[src/dfus_pkg.sv]
// Shared constants and control types for the DMX universe splitter.
`timescale 1ns / 1ps
`default_nettype none
package dfus_pkg;

    // Parameter defaults.
    localparam int MAX_UNIVERSES_DEF = 64;
    localparam int MAX_PIXELS_DEF    = 65536;

    // Fixed geometry of a DMX universe and of one fixture.
    localparam int UNIVERSE_BYTES = 512;
    localparam int MAX_RUNS       = 9;
    localparam int RUN_IDX_W      = $clog2(MAX_RUNS);

    // Field widths.
    localparam int ID_W    = 15;
    localparam int ADDR_W  = 9;
    localparam int PCNT_W  = 10;
    localparam int CPP_W   = 3;
    localparam int SLOTO_W = 6;
    localparam int RUNB_W  = 10;
    localparam int FPIX_W  = 16;
    localparam int PBYTE_W = 2;
    localparam int TOTAL_W = 12;

    // Input mode codes.
    localparam logic [1:0] MODE_CLEAR  = 2'd0;
    localparam logic [1:0] MODE_APPEND = 2'd1;
    localparam logic [1:0] MODE_MAP    = 2'd2;

    // Commands from the sequencer to the patch table.
    typedef struct packed {
        logic clear;
        logic append;
        logic scan;
    } t_tbl_cmd;

    // Status of the patch table scan, one entry compared per cycle.
    typedef struct packed {
        logic                 busy;
        logic                 hit;
        logic [RUN_IDX_W-1:0] run_idx;
    } t_tbl_stat;

endpackage
`default_nettype wire

[src/dmx_fixture_universe_splitter_unit.sv]
// Top level of the DMX universe splitter: sequencer, run planner and output register.
//
// Input channel i_valid/o_ready carries one command per transfer: clear the
// patch table and pixel index, append a universe id, or map one fixture.
// Output channel o_valid/i_ready carries copy instructions, one per run of the
// fixture's bytes that lands in a patched universe; o_last marks the final one.
// Clear and append complete at once and the block stays ready.
// A fixture first scans the patch table, one entry per cycle from the newest
// slot down through the single id comparator. It then plans one run per cycle
// while the output register is free, up to nine, plus a closing step.
// The output register holds an instruction while the receiver stalls and run
// planning pauses until it is taken; new commands are accepted only after the
// closing step, while the last instruction may still wait in the register.
// Reset empties the table, zeroes the pixel index and drops any pending output.
`timescale 1ns / 1ps
`default_nettype none
module dmx_fixture_universe_splitter_unit
    import dfus_pkg::*;
#(
    parameter int MAX_UNIVERSES = MAX_UNIVERSES_DEF,
    parameter int MAX_PIXELS    = MAX_PIXELS_DEF
) (
    input  wire logic               i_clk,
    input  wire logic               i_rst_n,
    input  wire logic               i_valid,
    output logic                    o_ready,
    input  wire logic [1:0]         i_mode,
    input  wire logic [ID_W-1:0]    i_universe_id,
    input  wire logic [ADDR_W-1:0]  i_start_address,
    input  wire logic [PCNT_W-1:0]  i_pixel_count,
    input  wire logic [CPP_W-1:0]   i_channels_per_pixel,
    output logic                    o_valid,
    input  wire logic               i_ready,
    output logic [SLOTO_W-1:0]      o_universe_slot,
    output logic [ADDR_W-1:0]       o_universe_offset,
    output logic [RUNB_W-1:0]       o_run_bytes,
    output logic [CPP_W-1:0]        o_bytes_per_pixel,
    output logic [FPIX_W-1:0]       o_first_pixel,
    output logic [PBYTE_W-1:0]      o_first_pixel_byte,
    output logic                    o_last
);

    localparam int SLOT_W  = (MAX_UNIVERSES > 1) ? $clog2(MAX_UNIVERSES) : 1;
    localparam int PIX_CAP = (MAX_PIXELS - 1 > 65535) ? 65535 : MAX_PIXELS - 1;

    typedef enum logic [1:0] {
        ST_IDLE,
        ST_SCAN,
        ST_EMIT
    } t_state;

    t_state               r_state;
    logic [FPIX_W-1:0]    r_pix_base;
    logic [ID_W-1:0]      r_uid;
    logic [ADDR_W-1:0]    r_off;
    logic [TOTAL_W-1:0]   r_rem;
    logic [PBYTE_W-1:0]   r_pbyte;
    logic [TOTAL_W-1:0]   r_pix;
    logic [CPP_W-1:0]     r_cpp;
    logic [PCNT_W-1:0]    r_pcount;
    logic [RUN_IDX_W-1:0] r_k;
    logic [RUN_IDX_W-1:0] r_nruns;
    logic [MAX_RUNS-1:0]  r_found;
    logic [SLOT_W-1:0]    r_slot [MAX_RUNS];

    logic                 r_out_vld;
    logic [SLOTO_W-1:0]   r_o_slot;
    logic [ADDR_W-1:0]    r_o_off;
    logic [RUNB_W-1:0]    r_o_run;
    logic [CPP_W-1:0]     r_o_cpp;
    logic [FPIX_W-1:0]    r_o_pix;
    logic [PBYTE_W-1:0]   r_o_pbyte;
    logic                 r_o_last;

    logic                 accept;
    logic [CPP_W-1:0]     cpp_eff;
    logic [TOTAL_W-1:0]   total;
    t_tbl_cmd             tbl_cmd;
    t_tbl_stat            tbl_stat;
    logic [SLOT_W-1:0]    tbl_slot;
    logic [RUNB_W-1:0]    run_len;
    logic [TOTAL_W-1:0]   rem_next;
    logic [RUNB_W-1:0]    pix_inc;
    logic [PBYTE_W-1:0]   pbyte_next;
    logic                 out_free;
    logic                 emit;
    logic [MAX_RUNS-1:0]  run_mask;
    logic                 run_last;
    logic [13:0]          end_pos;
    logic [16:0]          pix_sum;
    logic [FPIX_W-1:0]    pix_sat;
    logic [16:0]          base_sum;
    logic [FPIX_W-1:0]    base_sat;
    logic [SLOT_W+SLOTO_W-1:0] slot_ext;

    assign o_ready = (r_state == ST_IDLE);
    assign accept  = i_valid && o_ready;

    // Effective channels per pixel and byte count of the fixture.
    always_comb begin
        if (i_channels_per_pixel == '0) begin
            cpp_eff = CPP_W'(1);
        end else if (i_channels_per_pixel > CPP_W'(4)) begin
            cpp_eff = CPP_W'(4);
        end else begin
            cpp_eff = i_channels_per_pixel;
        end
        total = TOTAL_W'(i_pixel_count) * TOTAL_W'(cpp_eff);
    end

    // Table commands issue on the accepting edge.
    always_comb begin
        tbl_cmd.clear  = accept && (i_mode == MODE_CLEAR);
        tbl_cmd.append = accept && (i_mode == MODE_APPEND);
        tbl_cmd.scan   = accept && (i_mode == MODE_MAP);
    end

    dfus_table #(
        .MAX_UNIVERSES (MAX_UNIVERSES),
        .SLOT_W        (SLOT_W)
    ) u_table (
        .i_clk     (i_clk),
        .i_rst_n   (i_rst_n),
        .i_cmd     (tbl_cmd),
        .i_id      (i_universe_id),
        .i_base_id (r_uid),
        .o_stat    (tbl_stat),
        .o_slot    (tbl_slot)
    );

    dfus_run u_run (
        .i_off     (r_off),
        .i_rem     (r_rem),
        .i_pbyte   (r_pbyte),
        .i_cpp     (r_cpp),
        .o_run     (run_len),
        .o_rem     (rem_next),
        .o_pix_inc (pix_inc),
        .o_pbyte   (pbyte_next)
    );

    // Runs that exist and hit a patched universe; last when none follows.
    always_comb begin
        run_last = 1'b1;
        for (int j = 0; j < MAX_RUNS; j++) begin
            run_mask[j] = r_found[j] && (RUN_IDX_W'(j) < r_nruns);
        end
        for (int j = 0; j < MAX_RUNS; j++) begin
            if ((RUN_IDX_W'(j) > r_k) && run_mask[j]) begin
                run_last = 1'b0;
            end
        end
    end

    // Run count, saturated pixel positions, slot field and output load.
    always_comb begin
        end_pos  = 14'(r_off) + 14'(r_rem) - 14'd1;
        pix_sum  = 17'(r_pix_base) + 17'(r_pix);
        pix_sat  = (pix_sum > 17'(PIX_CAP)) ? FPIX_W'(PIX_CAP) : pix_sum[FPIX_W-1:0];
        base_sum = 17'(r_pix_base) + 17'(r_pcount);
        base_sat = (base_sum > 17'(PIX_CAP)) ? FPIX_W'(PIX_CAP) : base_sum[FPIX_W-1:0];
        slot_ext = {{SLOTO_W{1'b0}}, r_slot[r_k]};
        out_free = !r_out_vld || i_ready;
        emit     = (r_state == ST_EMIT) && (r_rem != '0) && out_free && run_mask[r_k];
    end

    // Sequencer, run state and output register.
    always_ff @(posedge i_clk) begin
        if (!i_rst_n) begin
            r_state    <= ST_IDLE;
            r_pix_base <= '0;
            r_found    <= '0;
            r_out_vld  <= 1'b0;
        end else begin
            if (emit) begin
                r_out_vld <= 1'b1;
            end else if (i_ready) begin
                r_out_vld <= 1'b0;
            end
            unique case (r_state)
                ST_IDLE: begin
                    if (accept && (i_mode == MODE_CLEAR)) begin
                        r_pix_base <= '0;
                    end
                    if (accept && (i_mode == MODE_MAP)) begin
                        r_uid    <= i_universe_id;
                        r_off    <= i_start_address;
                        r_rem    <= total;
                        r_pbyte  <= '0;
                        r_pix    <= '0;
                        r_cpp    <= cpp_eff;
                        r_pcount <= i_pixel_count;
                        r_k      <= '0;
                        r_found  <= '0;
                        r_state  <= ST_SCAN;
                    end
                end
                ST_SCAN: begin
                    // Newest slots come first, so the first hit per run wins.
                    if (tbl_stat.hit && !r_found[tbl_stat.run_idx]) begin
                        r_found[tbl_stat.run_idx] <= 1'b1;
                        r_slot[tbl_stat.run_idx]  <= tbl_slot;
                    end
                    if (!tbl_stat.busy) begin
                        r_nruns <= (r_rem == '0) ? '0 :
                                   RUN_IDX_W'(end_pos[13:9]) + RUN_IDX_W'(1);
                        r_state <= ST_EMIT;
                    end
                end
                ST_EMIT: begin
                    if (r_rem == '0) begin
                        r_pix_base <= base_sat;
                        r_state    <= ST_IDLE;
                    end else if (out_free) begin
                        if (emit) begin
                            r_o_slot  <= slot_ext[SLOTO_W-1:0];
                            r_o_off   <= r_off;
                            r_o_run   <= run_len;
                            r_o_cpp   <= r_cpp;
                            r_o_pix   <= pix_sat;
                            r_o_pbyte <= r_pbyte;
                            r_o_last  <= run_last;
                        end
                        r_off   <= '0;
                        r_rem   <= rem_next;
                        r_pix   <= r_pix + TOTAL_W'(pix_inc);
                        r_pbyte <= pbyte_next;
                        r_k     <= r_k + 1'b1;
                    end
                end
                default: begin
                    r_state <= ST_IDLE;
                end
            endcase
        end
    end

    assign o_valid            = r_out_vld;
    assign o_universe_slot    = r_o_slot;
    assign o_universe_offset  = r_o_off;
    assign o_run_bytes        = r_o_run;
    assign o_bytes_per_pixel  = r_o_cpp;
    assign o_first_pixel      = r_o_pix;
    assign o_first_pixel_byte = r_o_pbyte;
    assign o_last             = r_o_last;

endmodule
`default_nettype wire

[src/dfus_table.sv]
// Patch table of universe ids with a one-entry-per-cycle match scan.
`timescale 1ns / 1ps
`default_nettype none
module dfus_table
    import dfus_pkg::*;
#(
    parameter int MAX_UNIVERSES = MAX_UNIVERSES_DEF,
    parameter int SLOT_W        = (MAX_UNIVERSES > 1) ? $clog2(MAX_UNIVERSES) : 1
) (
    input  wire logic              i_clk,
    input  wire logic              i_rst_n,
    input  wire t_tbl_cmd          i_cmd,
    input  wire logic [ID_W-1:0]   i_id,
    input  wire logic [ID_W-1:0]   i_base_id,
    output t_tbl_stat              o_stat,
    output logic      [SLOT_W-1:0] o_slot
);

    localparam int FILL_W = $clog2(MAX_UNIVERSES + 1);

    logic [ID_W-1:0]   r_mem [MAX_UNIVERSES];
    logic [FILL_W-1:0] r_fill;
    logic [FILL_W-1:0] r_left;
    logic [SLOT_W-1:0] r_addr;
    logic              r_active;
    logic              r_rd_vld;
    logic [ID_W-1:0]   r_rd_data;
    logic [SLOT_W-1:0] r_rd_slot;

    logic [FILL_W-1:0] fill_m1;
    logic              room;
    logic [ID_W:0]     diff;

    assign fill_m1 = r_fill - 1'b1;
    assign room    = (r_fill < FILL_W'(MAX_UNIVERSES));

    // Memory write on append, registered read during the scan.
    always_ff @(posedge i_clk) begin
        if (i_cmd.append && room) begin
            r_mem[r_fill[SLOT_W-1:0]] <= i_id;
        end
        r_rd_data <= r_mem[r_addr];
        r_rd_slot <= r_addr;
    end

    // Fill count and scan control; entries below the fill count are valid.
    always_ff @(posedge i_clk) begin
        if (!i_rst_n) begin
            r_fill   <= '0;
            r_left   <= '0;
            r_addr   <= '0;
            r_active <= 1'b0;
            r_rd_vld <= 1'b0;
        end else begin
            r_rd_vld <= r_active;
            if (i_cmd.clear) begin
                r_fill <= '0;
            end else if (i_cmd.append && room) begin
                r_fill <= r_fill + 1'b1;
            end
            if (i_cmd.scan) begin
                r_active <= (r_fill != '0);
                r_addr   <= fill_m1[SLOT_W-1:0];
                r_left   <= r_fill;
            end else if (r_active) begin
                r_addr <= r_addr - 1'b1;
                r_left <= r_left - 1'b1;
                if (r_left == FILL_W'(1)) begin
                    r_active <= 1'b0;
                end
            end
        end
    end

    // Shared compare: distance of the stored id from the fixture's first universe.
    assign diff = {1'b0, r_rd_data} - {1'b0, i_base_id};

    always_comb begin
        o_stat.busy    = r_active | r_rd_vld;
        o_stat.hit     = r_rd_vld && (diff < (ID_W + 1)'(MAX_RUNS));
        o_stat.run_idx = diff[RUN_IDX_W-1:0];
        o_slot         = r_rd_slot;
    end

endmodule
`default_nettype wire

[src/dfus_run.sv]
// One run step: run length, remaining bytes and pixel position advance.
`timescale 1ns / 1ps
`default_nettype none
module dfus_run
    import dfus_pkg::*;
(
    input  wire logic [ADDR_W-1:0]  i_off,
    input  wire logic [TOTAL_W-1:0] i_rem,
    input  wire logic [PBYTE_W-1:0] i_pbyte,
    input  wire logic [CPP_W-1:0]   i_cpp,
    output logic      [RUNB_W-1:0]  o_run,
    output logic      [TOTAL_W-1:0] o_rem,
    output logic      [RUNB_W-1:0]  o_pix_inc,
    output logic      [PBYTE_W-1:0] o_pbyte
);

    logic [RUNB_W-1:0] space;
    logic [RUNB_W-1:0] sum;
    logic [20:0]       prod3;
    logic [RUNB_W-1:0] q3;
    logic [RUNB_W-1:0] r3;

    // The run ends at the universe boundary or at the fixture's last byte.
    always_comb begin
        space = RUNB_W'(UNIVERSE_BYTES) - {1'b0, i_off};
        if (TOTAL_W'(space) > i_rem) begin
            o_run = i_rem[RUNB_W-1:0];
        end else begin
            o_run = space;
        end
        o_rem = i_rem - TOTAL_W'(o_run);
    end

    // Split the byte position into whole pixels and a byte within the pixel.
    // Division by three uses a reciprocal that is exact below 1536.
    always_comb begin
        sum   = RUNB_W'(i_pbyte) + o_run;
        prod3 = 21'(sum) * 21'd683;
        q3    = prod3[20:11];
        r3    = sum - RUNB_W'(q3 * 3);
        unique case (i_cpp)
            3'd1: begin
                o_pix_inc = sum;
                o_pbyte   = '0;
            end
            3'd2: begin
                o_pix_inc = sum >> 1;
                o_pbyte   = {1'b0, sum[0]};
            end
            3'd3: begin
                o_pix_inc = q3;
                o_pbyte   = r3[PBYTE_W-1:0];
            end
            default: begin
                o_pix_inc = sum >> 2;
                o_pbyte   = sum[1:0];
            end
        endcase
    end

endmodule
`default_nettype wire

[config.mk]
export PLATFORM = sky130hd
export DESIGN_NAME = dmx_fixture_universe_splitter_unit
export DESIGN_NICKNAME = d
export VERILOG_FILES = /design/src/dfus_pkg.sv /design/src/dmx_fixture_universe_splitter_unit.sv /design/src/dfus_table.sv /design/src/dfus_run.sv
export SDC_FILE = /design/constraint.sdc
export NUM_CORES = 1
export LEC_CHECK = 0
export ABC_AREA = 1
export ABC_CLOCK_PERIOD_IN_PS = 8700
export BUFFER_PORTS_ARGS = -buffer_cell sky130_fd_sc_hd__buf_2
export CAP_MARGIN = 20
export CORE_MARGIN = 1
export CORE_UTILIZATION = 25
export CTS_CLUSTER_DIAMETER = 40
export DETAILED_ROUTE_END_ITERATION = 10
export PLACE_DENSITY = 0.39
export SYNTH_ARGS = -nofsm -noshare
export SYNTH_HDL_FRONTEND = slang
export SYNTH_SLANG_ARGS = --single-unit
[constraint.sdc]
create_clock -name i_clk -period 8.7 [get_ports i_clk]
set_input_delay 1.305 -clock i_clk [delete_from_list [all_inputs] [get_ports i_clk]]
set_output_delay 1.305 -clock i_clk [all_outputs]
set_load 0.05 [all_outputs]
After elaboration in Yosys (flattened, before gate mapping)
Memory sizes are Yosys's and may differ from the RTL's. A register that Yosys moved wholly into a read port is not among the register bits.
Cells that the tools add are included.
Cells by class
  div/mod/pow operators: 0
  multipliers: 3
  add/subtract/negate cells: 16
  order comparisons: 27
  bitwise operators: 5
  shift-type cells: 0
  muxes and demuxes: 58
  reduce and logical (&&, ||, !) cells: 51
  equal/unequal tests: 15
Operators by type and width (count)
  12-bit two-way mux: 6
  16-bit two-way mux: 3
  12-bit case mux with 2 select lines: 2
  9-bit two-way mux: 5
  9-bit case mux with 2 select lines: 2
  17-bit by 16-bit > comparator with 1-bit output (second input constant): 2
  16-bit case mux with 2 select lines: 1
  10-bit case mux with 3 select lines: 1
  1-bit logical AND: 29
  10-bit by 10-bit multiplier with 20-bit output (second input constant): 1
  16-bit by 10-bit adder with 17-bit output: 1
  16-bit by 12-bit adder with 17-bit output: 1
  3-bit by 4-bit > comparator with 1-bit output (first input constant): 4
  16-bit by 4-bit < comparator with 1-bit output (second input constant): 1
  3-bit by 4-bit < comparator with 1-bit output (first input constant): 4
  15-bit by 15-bit subtractor with 16-bit output: 1
  1-bit two-way mux: 15
  3-bit AND reduction: 5
  7-bit two-way mux: 2
  9-bit by 12-bit adder with 13-bit output: 1
  13-bit by 1-bit subtractor with 13-bit output (second input constant): 1
  12-bit by 10-bit adder with 12-bit output: 1
  10-bit by 12-bit > comparator with 1-bit output: 1
  12-bit logical NOT: 1
  other kinds (50): 84
Word-level totals
  flip-flop bits (word level): 168
  bits in read-only memories: 0
  memories kept: 2
  logic and storage cells: 202
  bits in writable memories: 1014
  bits in latches: 0
  output and inout bits: 49
  input port bits: 43
Memory list
  u_table.r_mem: depth 64, width 15, rd ports 1, clocked after Yosys merged registers in 1, wr ports 1, line dfus_table.sv:21  | logic [ID_W-1:0] r_mem [MAX_UNIVERSES];
  r_slot: depth 9, width 6, rd ports 1, clocked after Yosys merged registers in 1, wr ports 1, line dmx_fixture_universe_splitter_unit.sv:64  | logic [SLOT_W-1:0] r_slot [MAX_RUNS];

Longest topological paths before layout
  word-level depth: 11
  gate-level depth with buffers: 60
  gate-level depth less buffers: 59

Modules after synthesis
A second synthesis with hierarchy kept.
Unflattened totals
  cell total of the unflattened synthesis: 5439
  area total of the unflattened synthesis: 56364.1 um2
Modules (own cells, without submodules)
  dfus_table: area an instance 41589.9 um2, times used 1, seq. area each 29688.5 um2, cells an instance 3683
  dmx_fixture_universe_splitter_unit: area an instance 11049.3 um2, times used 1, seq. area each 5725.5 um2, cells an instance 1222
  dfus_run: area an instance 3724.8 um2, times used 1, seq. area each 0.0 um2, cells an instance 534

Worst setup path before layout
OpenSTA, ideal clock, no wires.
  kind: flip-flop to flip-flop
  from: reg r_off[0]
  to: reg r_pix[10] (data pin)
  buffers on the path: 1
  data arrival time: 8.399 ns
  cell stages (with the launch flop): 58
  library setup time: 0.259 ns
  required time: 8.441 ns
  clock period less this slack: 8.658 ns
  setup slack: 0.042 ns
  cells stage by stage: edfxtp_1 -> inv_1 -> ha_1 -> nand3_1 -> nor2_1 -> nand3_1 -> nor2_1 -> xor2_1 -> ha_1 -> nand2_1 -> nor2_4 -> and2_4 -> nand2_2 -> nand3_4 -> nand2_4 -> buf_6 -> nand2_1 -> o21ai_0 -> [... 22 more ...] -> nand2_1 -> nand2_1 -> o2111ai_1 -> ha_1 -> inv_1 -> fa_1 -> inv_1 -> nand3_1 -> nand2_1 -> nand2_1 -> nand2_1 -> a21oi_1 -> o21ai_0 -> nand2_1 -> nand2_1 -> a21oi_1 -> o21ai_0 -> a21oi_1
On the way
  longest elaborated chain between the ends: 10
Ends and longest elaborated chain
  from (decl): line dmx_fixture_universe_splitter_unit.sv:55  | logic [ADDR_W-1:0] r_off;
  from (signal assigned): line dmx_fixture_universe_splitter_unit.sv:187  | r_off <= i_start_address;
  10-bit by 9-bit subtractor with 10-bit output *: line dfus_run.sv:25  | space = RUNB_W'(UNIVERSE_BYTES) - {1'b0, i_off};
  10-bit by 12-bit > comparator with 1-bit output: line dfus_run.sv:26  | if (TOTAL_W'(space) > i_rem) begin
  10-bit two-way mux *: line dfus_run.sv:26
  via run_len[0]: line dmx_fixture_universe_splitter_unit.sv:81  | logic [RUNB_W-1:0] run_len;
  2-bit by 10-bit adder with 10-bit output *: line dfus_run.sv:37  | sum = RUNB_W'(i_pbyte) + o_run;
  10-bit by 10-bit multiplier with 20-bit output: line dfus_run.sv:38  | prod3 = 21'(sum) * 21'd683;
  10-bit case mux with 3 select lines *: line dfus_run.sv:41  | unique case (i_cpp)
  12-bit by 10-bit adder with 12-bit output *: line dmx_fixture_universe_splitter_unit.sv:226  | r_pix <= r_pix + TOTAL_W'(pix_inc);
  12-bit two-way mux *: line dmx_fixture_universe_splitter_unit.sv:214  | end else if (out_free) begin
  12-bit two-way mux *: line dmx_fixture_universe_splitter_unit.sv:211  | if (r_rem == '0) begin
  12-bit case mux with 2 select lines *: line dmx_fixture_universe_splitter_unit.sv:180  | unique case (r_state)
  to (signal assigned): line dmx_fixture_universe_splitter_unit.sv:226
  to (decl): line dmx_fixture_universe_splitter_unit.sv:58  | logic [TOTAL_W-1:0] r_pix;
Mark *: on every way through the listed nets, which the timed path passes. The rest lies on a longest branch. The select of a mux whose other input is x is not followed.
A chain may end at the register's enable or synchronous reset.

Worst setup path after layout
  from: reg r_off[1]
  to: reg r_pix[9] (data pin)
On the way
  longest elaborated chain between the ends: 10
Ends and longest elaborated chain (line)
  10-bit by 9-bit subtractor with 10-bit output *: dfus_run.sv:25
  10-bit by 12-bit > comparator with 1-bit output *: dfus_run.sv:26
  10-bit two-way mux *: dfus_run.sv:26
  via run_len[0]: dmx_fixture_universe_splitter_unit.sv:81
  2-bit by 10-bit adder with 10-bit output *: dfus_run.sv:37
  10-bit by 10-bit multiplier with 20-bit output: dfus_run.sv:38
  10-bit case mux with 3 select lines *: dfus_run.sv:41
  12-bit by 10-bit adder with 12-bit output *: dmx_fixture_universe_splitter_unit.sv:226
  12-bit two-way mux *: dmx_fixture_universe_splitter_unit.sv:214
  12-bit two-way mux *: dmx_fixture_universe_splitter_unit.sv:211
  12-bit case mux with 2 select lines *: dmx_fixture_universe_splitter_unit.sv:180
Marks and branches as above.

==> metrics.txt <==
library cells used by synthesis 58; die area 219,000 um2; Post-synth ARST share 0%; Root Buffer clkbuf_16; GP Congestion 0.828; Max Transition Viols Final 0; Int Pwr 13.1 mW; Via density 4.68; Sink Count 1,203; sequential fraction of the synthesis area 65.3%; syn_nets 5,090; Worst path max stage delay 0.52 ns; I/O Buffers 91; max_slew headroom 22.8%; grt total ovfl 0; Logic pwr share 14.8%; cell with the most instances after synthesis edfxtp_1; Hold Path End r_found[0]$_SDFFE_PN0P_; fin nets 5,422; CTS tree yes; die width 468 um; Setup CP Type flop to flop; most common flop cell mapped by yosys edfxtp_1; post-synthesis cell area 54,200 um2; layout cell share with drive strength beyond 1 16.7%; worst-path maximum fanout 5; Clk pin slew, worst setup/hold paths 0.05 ns; Die Span Y 468 um; Leak 24.4 nW; largest net degree at the start of global routing 151; first-pass GRT wire length 262,000 um; final core occ 31.5%; area leader, netlist edfxtp_1; Worst-Margin Slew 1.15 ns; Yosys warning count 0; FMAX 120 MHz; FF+latch count, synth 1,203; Worst path slowest cell fa_1; WP data arrival 9.05 ns; antenna violations before repair 6; Reg2Reg Depth 53; Post-DRT Antenna Nets 0; top cells by count, synth 1,132 x edfxtp_1, 882 x nor2_1, 691 x o21ai_0; Clk network pwr share 49.2%; vias in the first global route 38,040; PwrDens 263 nW/um2; worst hold start r_found[0]$_SDFFE_PN0P_; Starting Density 25.2%; Final Non-Filler Cells 8,204; status completed; r2r endpoint r_pix[9]$_SDFFCE_PN0P_; H-tree depth 4; Rows 170; sw frac 26.8%; GRT Total Usage 16.1%; Post-route DRC 0; number of flops mapped to enable cells by yosys 1,132; r2r setup slk 0.35 ns; CTS Buf Count 219; worst path required time 9.40 ns; Hold Path Cell Cnt 2; Layout area overhead 25.0%; Setup TNS Final 0 ns; critical path's most frequent cell nand2_2; GR peak layer met2; core area 215,000 um2; crit end category flop; Detailed Route Iter0 Violations 3,021; main area contributors after synthesis edfxtp_1 63%, o21ai_0 6.4%, nor2_1 6.1%; met2 usage 25.6%; fin crit period 8.35 ns; HP Class flop to flop; Clock Skew 0.0646 ns; proportion of netlist area held by the largest area contributor 62.7%; fill count 21,842; synthesized area per cell 11.2 um2; grt met3 use 2.80%; final hold violation count 0; Peak supply drop 0.209 mV; placed insts 7,768; Min Hold Slack 0.477 ns; dpl hpwl 107,000 um; drt total wl 178,000 um; mean routed wirelength per cell 21.7 um; Tcrit/Tclk final 96.0%; vias 38,364; setup violators final 0; R2R Path Start r_off[1]$_SDFFCE_PP0P_; met1 Use GR 22.7%; io pins 92; Flop pwr share 36.1%; sw power 4.78 mW; Pre-antenna DRT Iters 5; Max Root-Sink Buffers 3; RSZ-0062 raised after global routing yes; max-cap violations 0; clk_lat worst skew 0.84 ns; Critical Path Start Type flop; post-synthesis cell count 4,841
-- metal layers --
layer / wire [um] / share of wire [%]
met1: 84500 / 47
met3: 8650 / 4.8
met4: 2960 / 1.7
met2: 82200 / 46
met5: 13 / 0.0073
-- layout by cell type (no fill, tap or decap), drive strengths merged, types with 33 or more instances in the layout --
cell and count:
edfxtp 1132, nor2 893, o21ai 711, nand2 470
inv 384, buf 346, o22ai 274, clkbuf 257
ha 170, a21oi 140, nand3 117, clkinv 79
dfxtp 71, fa 36, o211ai 33
-- timing repair --
action | in CTS | in global routing
buffers inserted | 9 | 11
hold buffers | 0 | 0
gates resized for setup | 62 | 85
setup endpoints to repair | 8 | 9
pin swaps | 22 | 70
gates cloned | 0 | 0
-- worst max-delay path by stage --
stage                                 from                       to  cells past startpoint
CTS                 r_off[1]$_SDFFCE_PP0P_  r_pix[10]$_SDFFCE_PN0P_                     55
detailed placement  r_off[1]$_SDFFCE_PP0P_  r_pix[10]$_SDFFCE_PN0P_                     53
floorplan           r_off[0]$_SDFFCE_PP0P_  r_pix[10]$_SDFFCE_PN0P_                     57
global placement    r_off[0]$_SDFFCE_PP0P_  r_pix[10]$_SDFFCE_PN0P_                     53
finish              r_off[1]$_SDFFCE_PP0P_   r_pix[9]$_SDFFCE_PN0P_                     53
global route        r_off[1]$_SDFFCE_PP0P_   r_pix[9]$_SDFFCE_PN0P_                     53
-- cells by family (layout without fill, tap and decap cells) --
| group | count (synthesis) | in the layout | share of synthesized area, % |
|---|---|---|---|
| simple gates | 1542 | 1542 | 11.6 |
| xor+xnor | 42 | 42 | 0.693 |
| fa+ha+maj | 206 | 206 | 5.25 |
| flops | 1203 | 1203 | 65.3 |
| compound gates | 1254 | 1254 | 12.9 |
| buf+inv | 594 | 1116 | 4.23 |
| other cells | 0 | 3 | 0 |
-- final cells by class --
class | instances | area (um2) | share of cell area (%)
tap | 2838 | 3550 | 5.24
inverter | 359 | 1370 | 2.02
timing repair buffer | 346 | 2510 | 3.71
antenna | 3 | 7.51 | 0.0111
sequential | 1203 | 35400 | 52.3
clock buffer | 257 | 5810 | 8.57
multi-input combinational | 3044 | 17200 | 25.4
clock inverter | 154 | 1850 | 2.73
-- per-stage QoR --
step	total power [mW]	setup WS, ns	area [um2]
global placement	8.82	-0.296	59200
floorplan	7.83	0.0415	54200
CTS	17.8	0.0379	67200
finish	17.8	0.351	67800
detailed placement	8.81	-0.320	59200
global route	18.6	-0.242	67800
-- power by group through the flow --
stage / Sequential, mW / Combinational (mW) / Clock, mW
finish: 6.43 / 2.64 / 8.77
global route: 6.43 / 2.93 / 9.20
CTS: 6.43 / 2.44 / 8.94
detailed placement: 6.55 / 2.26 / 0
global placement: 6.54 / 2.28 / 0
floorplan: 6.51 / 1.32 / 0
-- worst max-delay path, delay by kind of cell (launching register included) --
| family | cells | cell delay (ns) |
|---|---|---|
| adders and majority gates | 10 | 3.25 |
| and+or+nand+nor | 19 | 1.72 |
| AOI/OAI and AO/OA | 10 | 1.30 |
| buffers and inverters | 11 | 0.99 |
| xor gates and xnor gates | 3 | 0.53 |
| DFF | 1 | 0.41 |
-- flip-flops by register name (all words and copies together), names as in the netlist, 9 cells and up --
name / count
o_first_pixel: 16
o_run_bytes: 10
o_universe_offset: 9
r_found: 9
r_off: 9
r_pcount: 10
r_pix: 12
r_pix_base: 16
r_rem: 12
r_slot: 54
r_uid: 15
u_table.r_mem: 960
u_table.r_rd_data: 15
Power figures use the tool's default switching activity.
